[src/design/rftd_pkg.sv]
package rftd_pkg;

   // Field and datapath widths.
   localparam int ByteBits  = 8;
   localparam int MagBits   = 15;
   localparam int DistBits  = 16;
   localparam int SqBits    = 2 * MagBits;
   localparam int SumBits   = SqBits + 1;
   localparam int PosBits   = 5;
   localparam int TgtBits   = 2;
   localparam int OffBits   = 3;
   localparam int RootSteps = 16;
   localparam int StepBits  = 4;
   localparam int TgtCount  = 3;

   // Header bytes of a frame.
   localparam logic [ByteBits-1:0] HeaderFirst  = 8'hAA;
   localparam logic [ByteBits-1:0] HeaderSecond = 8'hFF;

   // Frame byte positions.
   localparam logic [PosBits-1:0] FrameLast   = 5'd27;
   localparam logic [PosBits-1:0] TargetFirst = 5'd2;
   localparam logic [PosBits-1:0] TargetEnd   = 5'd26;

   // Byte offsets inside one eight-byte target record.
   localparam logic [OffBits-1:0] OffXLow  = 3'd0;
   localparam logic [OffBits-1:0] OffXHigh = 3'd1;
   localparam logic [OffBits-1:0] OffYLow  = 3'd2;
   localparam logic [OffBits-1:0] OffYHigh = 3'd3;

   // First trial bit of the digit-by-digit square root.
   localparam logic [SumBits-1:0] RootBitFirst = 31'h4000_0000;
   localparam logic [StepBits-1:0] StepLast    = 4'(RootSteps - 1);

   typedef enum logic [1:0] {
      PH_HUNT,
      PH_FIRST,
      PH_COLLECT
   } phase_type;

   typedef enum logic [1:0] {
      US_IDLE,
      US_MUL_X,
      US_MUL_Y,
      US_ROOT
   } unit_state_type;

   typedef struct packed {
      logic busy;
      logic done;
   } unit_stat_type;

endpackage

[src/design/rftd_if.sv]
interface rftd_req_if;
   logic                           valid;
   logic                           ready;
   logic [rftd_pkg::ByteBits-1:0]  rx_byte;

   modport source (output valid, output rx_byte, input ready);
   modport sink   (input valid, input rx_byte, output ready);
endinterface

interface rftd_rsp_if;
   logic                           valid;
   logic                           ready;
   logic [rftd_pkg::DistBits-1:0]  dist_first;
   logic [rftd_pkg::DistBits-1:0]  dist_second;
   logic [rftd_pkg::DistBits-1:0]  dist_third;

   modport source (output valid, output dist_first, output dist_second, output dist_third,
                   input ready);
   modport sink   (input valid, input dist_first, input dist_second, input dist_third,
                   output ready);
endinterface

[src/design/rftd_dist_unit.sv]
module rftd_dist_unit (
   input  logic                            clock,
   input  logic                            reset,
   input  logic                            start,
   input  logic [rftd_pkg::MagBits-1:0]    x_mag,
   input  logic [rftd_pkg::MagBits-1:0]    y_mag,
   output rftd_pkg::unit_stat_type         stat,
   output logic [rftd_pkg::DistBits-1:0]   root_out
);

   rftd_pkg::unit_state_type state_ff, state_in;
   logic                            done_ff, done_in;
   logic [rftd_pkg::MagBits-1:0]    x_ff, x_in;
   logic [rftd_pkg::MagBits-1:0]    y_ff, y_in;
   logic [rftd_pkg::SumBits-1:0]    acc_ff, acc_in;
   logic [rftd_pkg::SumBits-1:0]    root_ff, root_in;
   logic [rftd_pkg::SumBits-1:0]    bit_ff, bit_in;
   logic [rftd_pkg::StepBits-1:0]   step_ff, step_in;

   logic [rftd_pkg::MagBits-1:0]    operand;
   logic [rftd_pkg::SqBits-1:0]     square;
   logic [rftd_pkg::SumBits:0]      trial;

   // The one multiplier squares x, then y, on successive cycles.
   assign operand = (state_ff == rftd_pkg::US_MUL_X) ? x_ff : y_ff;
   assign square  = operand * operand;

   // Trial subtrahend of the current root digit.
   assign trial = {1'b0, root_ff} + {1'b0, bit_ff};

   // Sequencer: square x, accumulate y squared, then sixteen root steps.
   always_comb begin
      state_in = state_ff;
      done_in  = 1'b0;
      x_in     = x_ff;
      y_in     = y_ff;
      acc_in   = acc_ff;
      root_in  = root_ff;
      bit_in   = bit_ff;
      step_in  = step_ff;
      unique case (state_ff)
         rftd_pkg::US_IDLE: begin
            if (start) begin
               x_in     = x_mag;
               y_in     = y_mag;
               state_in = rftd_pkg::US_MUL_X;
            end
         end
         rftd_pkg::US_MUL_X: begin
            acc_in   = {1'b0, square};
            state_in = rftd_pkg::US_MUL_Y;
         end
         rftd_pkg::US_MUL_Y: begin
            acc_in   = acc_ff + {1'b0, square};
            root_in  = '0;
            bit_in   = rftd_pkg::RootBitFirst;
            step_in  = '0;
            state_in = rftd_pkg::US_ROOT;
         end
         rftd_pkg::US_ROOT: begin
            if ({1'b0, acc_ff} >= trial) begin
               acc_in  = acc_ff - trial[rftd_pkg::SumBits-1:0];
               root_in = (root_ff >> 1) + bit_ff;
            end else begin
               root_in = root_ff >> 1;
            end
            bit_in  = bit_ff >> 2;
            step_in = step_ff + 1'b1;
            if (step_ff == rftd_pkg::StepLast) begin
               state_in = rftd_pkg::US_IDLE;
               done_in  = 1'b1;
            end
         end
         default: begin
            state_in = rftd_pkg::US_IDLE;
         end
      endcase
   end

   // Control registers.
   always_ff @(posedge clock) begin
      if (reset) begin
         state_ff <= rftd_pkg::US_IDLE;
         done_ff  <= 1'b0;
      end else begin
         state_ff <= state_in;
         done_ff  <= done_in;
      end
   end

   // Datapath registers.
   always_ff @(posedge clock) begin
      x_ff    <= x_in;
      y_ff    <= y_in;
      acc_ff  <= acc_in;
      root_ff <= root_in;
      bit_ff  <= bit_in;
      step_ff <= step_in;
   end

   assign stat.busy = (state_ff != rftd_pkg::US_IDLE) || done_ff;
   assign stat.done = done_ff;
   assign root_out  = root_ff[rftd_pkg::DistBits-1:0];

`ifndef ASSERT_OFF
   a_done_after_root: assert property (@(posedge clock) disable iff (reset)
      done_ff |-> $past(state_ff) == rftd_pkg::US_ROOT)
      else $error("distance done without a preceding root step");
   a_start_when_free: assert property (@(posedge clock) disable iff (reset)
      start |-> (state_ff == rftd_pkg::US_IDLE) && !done_ff)
      else $error("distance unit started while busy");
   a_done_idle: assert property (@(posedge clock) disable iff (reset)
      done_ff |-> (state_ff == rftd_pkg::US_IDLE))
      else $error("distance done while the sequencer is still running");
`endif

endmodule

[src/design/radar_frame_target_distance.sv]
// Channel  Direction  Fields                                   Beat
// req_bus  in         rx_byte (8)                              one serial byte
// rsp_bus  out        dist_first, dist_second, dist_third (16) one parsed frame
//
// The high y byte of each target hands x and y to the shared distance unit, which
// holds the block not ready until it is through: it squares x and then y on one
// 15x15 multiplier, takes sixteen square-root steps and writes the distance back.
// Synchronous reset returns to header hunting and empties the result register. The
// last frame byte is held off only while the previous result still waits to be
// taken; every other byte is taken regardless of the result side.
module radar_frame_target_distance (
   input  logic        clock,
   input  logic        reset,
   rftd_req_if.sink    req_bus,
   rftd_rsp_if.source  rsp_bus
);

   rftd_pkg::phase_type phase_ff, phase_in;
   logic [rftd_pkg::PosBits-1:0]   pos_ff, pos_in;
   logic [rftd_pkg::ByteBits-1:0]  pend_ff, pend_in;
   logic [rftd_pkg::MagBits-1:0]   xmag_ff, xmag_in;
   logic [rftd_pkg::TgtBits-1:0]   tgt_ff, tgt_in;
   logic [rftd_pkg::DistBits-1:0]  store_ff [rftd_pkg::TgtCount];
   logic                           rsp_valid_ff, rsp_valid_in;
   logic [rftd_pkg::DistBits-1:0]  first_ff, second_ff, third_ff;

   logic                           accept;
   logic                           at_last;
   logic                           emit;
   logic                           unit_start;
   logic [rftd_pkg::PosBits-1:0]   rel;
   logic                           in_target;
   logic [rftd_pkg::MagBits-1:0]   ymag;
   logic [rftd_pkg::DistBits-1:0]  unit_dist;
   rftd_pkg::unit_stat_type        stat;

   // Handshake and frame position decode.
   assign accept    = req_bus.valid && req_bus.ready;
   assign at_last   = (phase_ff == rftd_pkg::PH_COLLECT) && (pos_ff == rftd_pkg::FrameLast);
   assign req_bus.ready = !stat.busy && !(at_last && rsp_valid_ff && !rsp_bus.ready);
   assign rel       = pos_ff - rftd_pkg::TargetFirst;
   assign in_target = (pos_ff >= rftd_pkg::TargetFirst) && (pos_ff < rftd_pkg::TargetEnd);
   assign ymag      = {req_bus.rx_byte[rftd_pkg::MagBits-rftd_pkg::ByteBits-1:0], pend_ff};

   // Header hunt and frame collection.
   always_comb begin
      phase_in   = phase_ff;
      pos_in     = pos_ff;
      pend_in    = pend_ff;
      xmag_in    = xmag_ff;
      tgt_in     = tgt_ff;
      emit       = 1'b0;
      unit_start = 1'b0;
      unique case (phase_ff)
         rftd_pkg::PH_FIRST: begin
            if (accept) begin
               if (req_bus.rx_byte == rftd_pkg::HeaderSecond) begin
                  phase_in = rftd_pkg::PH_COLLECT;
                  pos_in   = '0;
               end else begin
                  phase_in = rftd_pkg::PH_HUNT;
               end
            end
         end
         rftd_pkg::PH_COLLECT: begin
            if (accept) begin
               if (in_target) begin
                  case (rel[rftd_pkg::OffBits-1:0]) inside
                     rftd_pkg::OffXLow, rftd_pkg::OffYLow: begin
                        pend_in = req_bus.rx_byte;
                     end
                     rftd_pkg::OffXHigh: begin
                        xmag_in = ymag;
                     end
                     rftd_pkg::OffYHigh: begin
                        unit_start = 1'b1;
                        tgt_in     = rel[rftd_pkg::PosBits-1:rftd_pkg::OffBits];
                     end
                     default: begin
                     end
                  endcase
               end
               if (at_last) begin
                  emit     = 1'b1;
                  phase_in = rftd_pkg::PH_HUNT;
                  pos_in   = '0;
               end else begin
                  pos_in = pos_ff + 1'b1;
               end
            end
         end
         default: begin
            // Hunting, and the unused phase code, look for the first header byte.
            if (accept) begin
               phase_in = (req_bus.rx_byte == rftd_pkg::HeaderFirst) ?
                          rftd_pkg::PH_FIRST : rftd_pkg::PH_HUNT;
            end
         end
      endcase
   end

   // Result register valid flag.
   always_comb begin
      rsp_valid_in = rsp_valid_ff;
      if (emit) begin
         rsp_valid_in = 1'b1;
      end else if (rsp_bus.ready) begin
         rsp_valid_in = 1'b0;
      end
   end

   // Shared squaring and square-root unit.
   rftd_dist_unit u_dist (
      .clock    (clock),
      .reset    (reset),
      .start    (unit_start),
      .x_mag    (xmag_ff),
      .y_mag    (ymag),
      .stat     (stat),
      .root_out (unit_dist)
   );

   // Control registers.
   always_ff @(posedge clock) begin
      if (reset) begin
         phase_ff     <= rftd_pkg::PH_HUNT;
         pos_ff       <= '0;
         rsp_valid_ff <= 1'b0;
      end else begin
         phase_ff     <= phase_in;
         pos_ff       <= pos_in;
         rsp_valid_ff <= rsp_valid_in;
      end
   end

   // Word assembly, distance store and result payload.
   always_ff @(posedge clock) begin
      pend_ff <= pend_in;
      xmag_ff <= xmag_in;
      tgt_ff  <= tgt_in;
      for (int i = 0; i < rftd_pkg::TgtCount; i++) begin
         if (stat.done && (tgt_ff == rftd_pkg::TgtBits'(i))) begin
            store_ff[i] <= unit_dist;
         end
      end
      if (emit) begin
         first_ff  <= store_ff[0];
         second_ff <= store_ff[1];
         third_ff  <= store_ff[2];
      end
   end

   assign rsp_bus.valid       = rsp_valid_ff;
   assign rsp_bus.dist_first  = first_ff;
   assign rsp_bus.dist_second = second_ff;
   assign rsp_bus.dist_third  = third_ff;

`ifndef ASSERT_OFF
   a_emit_room: assert property (@(posedge clock) disable iff (reset)
      emit |-> (!rsp_valid_ff || rsp_bus.ready))
      else $error("frame result would overwrite an untaken beat");
   a_pos_bound: assert property (@(posedge clock) disable iff (reset)
      (phase_ff == rftd_pkg::PH_COLLECT) |-> (pos_ff <= rftd_pkg::FrameLast))
      else $error("frame position beyond the last frame byte");
   a_start_blocks: assert property (@(posedge clock) disable iff (reset)
      unit_start |=> !req_bus.ready)
      else $error("input still ready after the distance unit started");
   a_done_target: assert property (@(posedge clock) disable iff (reset)
      stat.done |-> (tgt_ff == 2'd0 || tgt_ff == 2'd1 || tgt_ff == 2'd2))
      else $error("distance written to a target that does not exist");
`endif

endmodule
[src/flat_wrapper.sv]
// flat-port wrapper written by rule: the top's interface ports become plain ports
module radar_frame_target_distance_flat 
  (clock, reset, req_bus_valid, req_bus_rx_byte, req_bus_ready, rsp_bus_valid, rsp_bus_dist_first, rsp_bus_dist_second, rsp_bus_dist_third, rsp_bus_ready);
  rftd_req_if req_bus_i ();
  rftd_rsp_if rsp_bus_i ();
  input  logic clock;
  input  logic reset;
  input wire logic [$bits(req_bus_i.valid)-1:0] req_bus_valid;
  input wire logic [$bits(req_bus_i.rx_byte)-1:0] req_bus_rx_byte;
  output wire logic [$bits(req_bus_i.ready)-1:0] req_bus_ready;
  output wire logic [$bits(rsp_bus_i.valid)-1:0] rsp_bus_valid;
  output wire logic [$bits(rsp_bus_i.dist_first)-1:0] rsp_bus_dist_first;
  output wire logic [$bits(rsp_bus_i.dist_second)-1:0] rsp_bus_dist_second;
  output wire logic [$bits(rsp_bus_i.dist_third)-1:0] rsp_bus_dist_third;
  input wire logic [$bits(rsp_bus_i.ready)-1:0] rsp_bus_ready;
  assign req_bus_i.valid = req_bus_valid;
  assign req_bus_i.rx_byte = req_bus_rx_byte;
  assign req_bus_ready = req_bus_i.ready;
  assign rsp_bus_valid = rsp_bus_i.valid;
  assign rsp_bus_dist_first = rsp_bus_i.dist_first;
  assign rsp_bus_dist_second = rsp_bus_i.dist_second;
  assign rsp_bus_dist_third = rsp_bus_i.dist_third;
  assign rsp_bus_i.ready = rsp_bus_ready;
  radar_frame_target_distance u_core (.clock(clock), .reset(reset), .req_bus(req_bus_i), .rsp_bus(rsp_bus_i));
endmodule
[config.mk]
export PLATFORM = sky130hd
export DESIGN_NAME = radar_frame_target_distance_flat
export DESIGN_NICKNAME = d
export VERILOG_FILES = /design/src/design/rftd_pkg.sv /design/src/design/rftd_if.sv /design/src/design/rftd_dist_unit.sv /design/src/design/radar_frame_target_distance.sv /design/src/flat_wrapper.sv
export SDC_FILE = /design/constraint.sdc
export NUM_CORES = 1
export LEC_CHECK = 0
export ABC_AREA = 1
export BUFFER_PORTS_ARGS = -buffer_cell sky130_fd_sc_hd__buf_4
export CORE_MARGIN = 10
export CORE_UTILIZATION = 60
export DETAILED_ROUTE_END_ITERATION = 8
export PLACE_DENSITY = 0.77
export SYNTH_ARGS = -nofsm -noshare
export SYNTH_HDL_FRONTEND = slang
export SYNTH_HIERARCHICAL = 1
export SYNTH_SLANG_ARGS = --single-unit
[constraint.sdc]
create_clock -name clock -period 21.8 [get_ports clock]
set_input_delay 1.09 -clock clock [delete_from_list [all_inputs] [get_ports clock]]
set_output_delay 1.09 -clock clock [all_outputs]
set_load 0.005 [all_outputs]
==> flow_summary.json, run 1 <==
{
  "status": "completed",
  "ys_seq_area_share_pct": 33.5,
  "htree_levels": 1,
  "min_period_over_period_pct": 47.0,
  "routed_via_density": 5.63,
  "grt_usage_pct": 24.5,
  "core-area_um2": 35500,
  "route.detailed.drc": 0,
  "grt_pass1_vias": 17194,
  "path_class": "register to register",
  "ys_async_sr_fraction_pct": 0,
  "synth-seq-cells": 244,
  "grt_setup_unrepaired": "no",
  "hold_ws_ps": 416,
  "cts.sinks": 244,
  "netlist_instances": 2564,
  "cap_violations": 0,
  "die_w_um": 209,
  "cp-start-kind": "register",
  "r2r-end": "u_core/u_dist/acc_ff[29]",
  "drive_gt1_share_pct": 5.98,
  "max_freq_mhz": 97.6,
  "avgSynthCellArea_um2": 8.40,
  "area_delta_synth_final_pct": 7.74,
  "design_area_um2": 23200,
  "arrival_ps": 10520,
  "cts_tree": "yes",
  "place_area_um2": 22400,
  "max_stage_delay_ps": 750,
  "diodes": 0,
  "grt_overflow": 0,
  "synth_cell_types": 53,
  "ant_nets": 0,
  "worstPathRequired_ps": 22070,
  "ys_warn_count": 6,
  "period_needed_ps": 10240,
  "rrSetupSlack_ps": 11560,
  "synthFlopType": "edfxtp_1",
  "clock_latency_ps": 560,
  "worstMarginPinSlew_ps": 1200,
  "clock-root-buffer": "clkbuf_16",
  "nNetsFinal": 2951,
  "initial_core_util_pct": 60.7,
  "dp_hpwl_mm": 42.6,
  "cp-end-kind": "register",
  "boundaryPins": 62,
  "crit_slowest_cell": "ha_1",
  "synth_nets": 2911,
  "layout_common_cells": "555 x nand2_1, 473 x inv_1, 259 x nor2_1",
  "cpMostUsedCell": "nand2_1",
  "r2r-start": "u_core/u_dist/state_ff[1]",
  "drt_iter0_markers": 1320,
  "critPathTopFamily": "adder cells",
  "place.gp.congestion": 1.00,
  "hp-class": "register to register",
  "min_path_cells": 0,
  "grt_max_degree": 78,
  "dr.pass1.iters": 5,
  "fin_setup_tns_ps": 0,
  "path_depth": 41,
  "fillers": 3039,
  "rows": 69,
  "synth_area_um2": 21500,
  "grt_pass1_wl_mm": 88.3,
  "worstHoldStart": "u_core/xmag_ff[6]",
  "finalMaxSlewViolations": 0,
  "vias": 17354,
  "skew_ps": 10.9,
  "min_to": "u_core/u_dist/x_ff[6]",
  "antenna_found_initial": 0,
  "dieArea_um2": 43900,
  "synth-edff-count": 233,
  "cp_max_fo": 28,
  "cts-resized-gates": 0,
  "wl_per_cell_um": 17.5,
  "postCtsHoldBufs": 0,
  "setup_viol": 0,
  "path_clk_slew_ps": 60,
  "final_hold_viol_count": 0,
  "ff2ff_path_depth": 41,
  "path_buf_inv": 6,
  "portBuffers": 61,
  "final_common_cell": "nand2_1",
  "relSlewSlack_pct": 19.3,
  "routed_wl_mm": 54.1,
  "cts_buffers": 27,
  "post-cts-setup-buffer-count": 0,
  "clockBufferDepth": 3,
  "die_y_um": 209
}
==> through the flow <==
step | cells | utilization (%) | setup slack [ps]
after CTS | 3085 | 65.4 | 11610
after global routing | 3085 | 65.4 | 10680
after global placement | 3036 | 63.0 | 11890
after detailed placement | 3036 | 63.0 | 11610
after floorplan | 2564 | - | 13300
final | 3085 | 65.4 | 11560
==> per-layer routing <==
| layer | up-vias | track usage, % | routed length, um |
|---|---|---|---|
| met5 | - | 0 | 0 |
| met3 | 73 | 3.77 | 4310 |
| li1 | 8345 | - | - |
| met2 | 623 | 40.2 | 25100 |
| met4 | 0 | 5.56 | 1050 |
| met1 | 8313 | 33.5 | 23600 |
==> cell families after synthesis <==
family                   count (synthesis)  synth area share (%)
AO/OA/AOI/OAI                          317                  8.09
XOR/XNOR                                83                  3.38
adder cells (fa/ha/maj)                335                  24.3
buffers and inverters                  545                  9.91
flip-flops                             244                  33.5
AND/OR/NAND/NOR                       1040                  20.8
==> worst max path at each step <==
stage                          endpoint  slack, ps                      start
2_1_floorplan  u_core/u_dist/acc_ff[28]      13300  u_core/u_dist/state_ff[1]
3_3_place_gp   u_core/u_dist/acc_ff[29]      11890  u_core/u_dist/state_ff[1]
3_5_place_dp   u_core/u_dist/acc_ff[29]      11610  u_core/u_dist/state_ff[1]
4_1_cts        u_core/u_dist/acc_ff[29]      11610  u_core/u_dist/state_ff[1]
5_1_grt        u_core/u_dist/acc_ff[28]      10680  u_core/u_dist/state_ff[1]
6_report       u_core/u_dist/acc_ff[29]      11560  u_core/u_dist/state_ff[1]
==> worst register-to-register path, delay by kind of cell, from the launching register on <==
family                   cells  cell delay [ps]
buffers and inverters        6              970
AND/OR/NAND/NOR             19             2760
adder cells (fa/ha/maj)      9             4580
flip-flops                   1              330
AO/OA/AOI/OAI                6             1170
XOR/XNOR                     1              160
==> synthesized netlist by cell type (2+ instances only) <==
cell type  number  area share (%)
o21a_1          5            0.17
buf_4          18            0.63
edfxtp_1      233              32
nor2_4          5            0.26
inv_2           3           0.052
nand4_1        50             1.5
nor2_8          3            0.28
fa_1          140              13
clkinv_1        5           0.087
ha_1          195              11
nand2_4         2            0.10
clkbuf_1       28            0.49
nand3_2         7            0.33
or2_2           9            0.26
dfxtp_1        11             1.0
a21boi_0        4            0.14
a31oi_1        16            0.46
inv_1         476             8.3
nor2_2          2           0.058
nand3_1        91             2.1
a221oi_1        3            0.12
o21ai_0       112             2.6
a21oi_1       117             2.7
nand3b_1        9            0.31
nor4_1         11            0.32
o21ai_1        22            0.51
a21o_1          9            0.31
nand2_2         2           0.058
nand2_1       555             9.7
a211oi_1        2           0.070
o211ai_1        4            0.14
and2_1          3           0.087
nor3_1         26            0.60
nor2_1        259             4.5
buf_2           7            0.16
xnor2_1        30             1.2
o21bai_1       13            0.45
o31ai_1         2           0.070
o22ai_1         3           0.087
nand3_4         3            0.24
buf_1           5           0.087
xor2_1         53             2.2
==> sequential cells by signal (all words and copies together) (netlist names) <==
name	count
u_core/pend_ff	8
u_core/phase_ff	2
u_core/pos_ff	5
u_core/rsp_bus.dist_first	16
u_core/rsp_bus.dist_second	16
u_core/rsp_bus.dist_third	16
u_core/rsp_bus.valid	1
u_core/store_ff	48
u_core/tgt_ff	2
u_core/u_dist/acc_ff	31
u_core/u_dist/bit_ff	16
u_core/u_dist/done_ff	1
u_core/u_dist/root_ff	31
u_core/u_dist/state_ff	2
u_core/u_dist/step_ff	4
u_core/u_dist/x_ff	15
u_core/u_dist/y_ff	15
u_core/xmag_ff	15
==> layout make-up <==
cell class	count	area, um2	share of cell area (%)
multi-input combinational	1775	12200	52.6
tap	461	577	2.49
inverter	486	1830	7.88
sequential	244	7220	31.1
clock inverter	18	160	0.690
clock buffer	31	691	2.98
timing repair buffer	70	526	2.27
Power of run 1 is left out: the tool's default activity adds up to more than one toggle a clock period on the data nets, which glitch-free logic cannot reach.
==> run 2, diff against run 1 <==
--- a/config.mk
+++ b/config.mk
@@ -8,9 +8,9 @@
 export ABC_AREA = 1
 export BUFFER_PORTS_ARGS = -buffer_cell sky130_fd_sc_hd__buf_4
 export CORE_MARGIN = 10
-export CORE_UTILIZATION = 60
+export CORE_UTILIZATION = 58
 export DETAILED_ROUTE_END_ITERATION = 8
-export PLACE_DENSITY = 0.77
+export PLACE_DENSITY = 0.78
 export SYNTH_ARGS = -nofsm -noshare
 export SYNTH_HDL_FRONTEND = slang
 export SYNTH_HIERARCHICAL = 1
==> constraint.sdc (replaced) <==
create_clock -name clock -period 9.2 [get_ports clock]
set_input_delay 0.46 -clock clock [delete_from_list [all_inputs] [get_ports clock]]
set_output_delay 0.46 -clock clock [all_outputs]
set_load 0.005 [all_outputs]
==> run 2 against run 1 <==
Net effect: core utilization decreased by 0.54 points; die area grew 3.1%; highest routed layer unchanged; global-route usage fell by 1.2 points; critical path type unchanged; routed wire length down 3.0%; non-clock buffer count rose by 33.
==> flow_summary.json, run 2 (synthesized netlist as in run 1, its figures left out) <==
{
  "grt_overflow": 0,
  "clock_latency_ps": 560,
  "clock-root-buffer": "clkbuf_16",
  "antenna_found_initial": 0,
  "fillers": 3102,
  "drt_iter0_markers": 1320,
  "min_period_over_period_pct": 95.2,
  "wl_per_cell_um": 16.8,
  "critPathTopFamily": "adder cells",
  "final_hold_viol_count": 0,
  "largest_reg_flops": 48,
  "dp_hpwl_mm": 40.8,
  "multi_input_area_um2": 12400,
  "ant_nets": 0,
  "boundaryPins": 62,
  "grt_max_degree": 74,
  "area_delta_synth_final_pct": 10.2,
  "routed_wl_mm": 52.4,
  "dr.pass1.iters": 5,
  "skew_ps": 11.1,
  "nNetsFinal": 2984,
  "regMostFlops": "u_core/store_ff",
  "clockBufferDepth": 3,
  "diodes": 0,
  "die_y_um": 213,
  "cts_tree": "yes",
  "cap_violations": 0,
  "path_clk_slew_ps": 60,
  "cts.sinks": 244,
  "vias": 17303,
  "hold_ws_ps": 93.6,
  "initial_core_util_pct": 58.8,
  "path_class": "register to register",
  "route.detailed.drc": 0,
  "top_regs": "u_core/store_ff: 48 flops, u_core/u_dist/acc_ff: 31 flops, u_core/u_dist/root_ff: 31 flops",
  "path_buf_inv": 11,
  "postCtsHoldBufs": 0,
  "cp-end-kind": "register",
  "max_stage_delay_ps": 550,
  "cts_buffers": 27,
  "setup_viol": 0,
  "core-area_um2": 36600,
  "status": "completed",
  "crit_slowest_cell": "fa_1",
  "layout_common_cells": "553 x nand2_1, 468 x inv_1, 245 x nor2_1",
  "portBuffers": 61,
  "worstPathRequired_ps": 9470,
  "max_freq_mhz": 114,
  "routed_via_density": 5.54,
  "finalMaxSlewViolations": 0,
  "worstMarginPinSlew_ps": 1120,
  "grt_usage_pct": 23.3,
  "arrival_ps": 9030,
  "rows": 70,
  "htree_levels": 1,
  "cp_max_fo": 14,
  "drive_gt1_share_pct": 8.84,
  "cp-start-kind": "register",
  "grt_pass1_vias": 17340,
  "period_needed_ps": 8760,
  "dieArea_um2": 45200,
  "place.gp.congestion": 0.957,
  "final_common_cell": "nand2_1",
  "seq_area_um2": 7220,
  "hp-class": "input port to register",
  "die_w_um": 213,
  "grt_pass1_wl_mm": 85.7,
  "relSlewSlack_pct": 25.4
}
## run 2: cell types whose count changed in the layout (fill, tap and decap cells not counted), moves of 4 or more
cell / before / now
inv_2: 6 / 12
clkinvlp_4: 7 / 3
a21oi_2: 0 / 4
buf_6: 0 / 6
o21ai_0: 112 / 106
nor2_2: 2 / 16
buf_4: 70 / 95
a21oi_1: 117 / 113
o21ai_4: 1 / 7
inv_1: 473 / 468
nor2_1: 259 / 245
## run 2: final timing paths
path / startpoint / end / slack, ps / cells past startpoint
hold / removal: req_bus_rx_byte[7] / u_core/pend_ff[7] / 90 / 1
setup reg to reg: u_core/u_dist/state_ff[1] / u_core/u_dist/acc_ff[26] / 440 / 43
setup / recovery: u_core/u_dist/state_ff[1] / u_core/u_dist/acc_ff[26] / 440 / 43
hold reg to reg: u_core/xmag_ff[3] / u_core/u_dist/x_ff[3] / 410 / 0
## run 2: per-stage QoR
step	setup TNS [ps]	setup slack, ps	std cells	utilization [%]	cell area (um2)
final	0	438	3126	64.8	23700
after global placement	0	198	3074	61.7	22600
after detailed placement	-155	-73.1	3074	61.7	22600
after floorplan	0	703	2564	-	21500
after CTS	0	90.5	3124	64.2	23500
after global routing	-77.4	-49.4	3126	64.8	23700
## run 2: metal layers
metal	global-route usage, %	part of all wire (%)
met2	38.9	47
met3	2.70	6.7
met1	31.8	44
met5	0	0
met4	5.44	1.8
## run 2: what timing repair did
item / in CTS / in global routing
hold endpoints to repair: 0 / 0
pin swaps: 0 / 5
setup buffers: 0 / 1
gates resized for setup: 3 / 60
endpoints found under the setup margin: 5 / 11
gates cloned: 0 / 1
## run 2: final cells by class
| class | count | area share, % |
|---|---|---|
| multi-input combinational | 1775 | 52.2 |
| sequential | 244 | 30.4 |
| inverter | 486 | 7.70 |
| timing repair buffer | 103 | 3.48 |
| clock buffer | 30 | 2.89 |
| tap | 468 | 2.47 |
| clock inverter | 20 | 0.864 |
Power of run 2 is left out for the same reason.
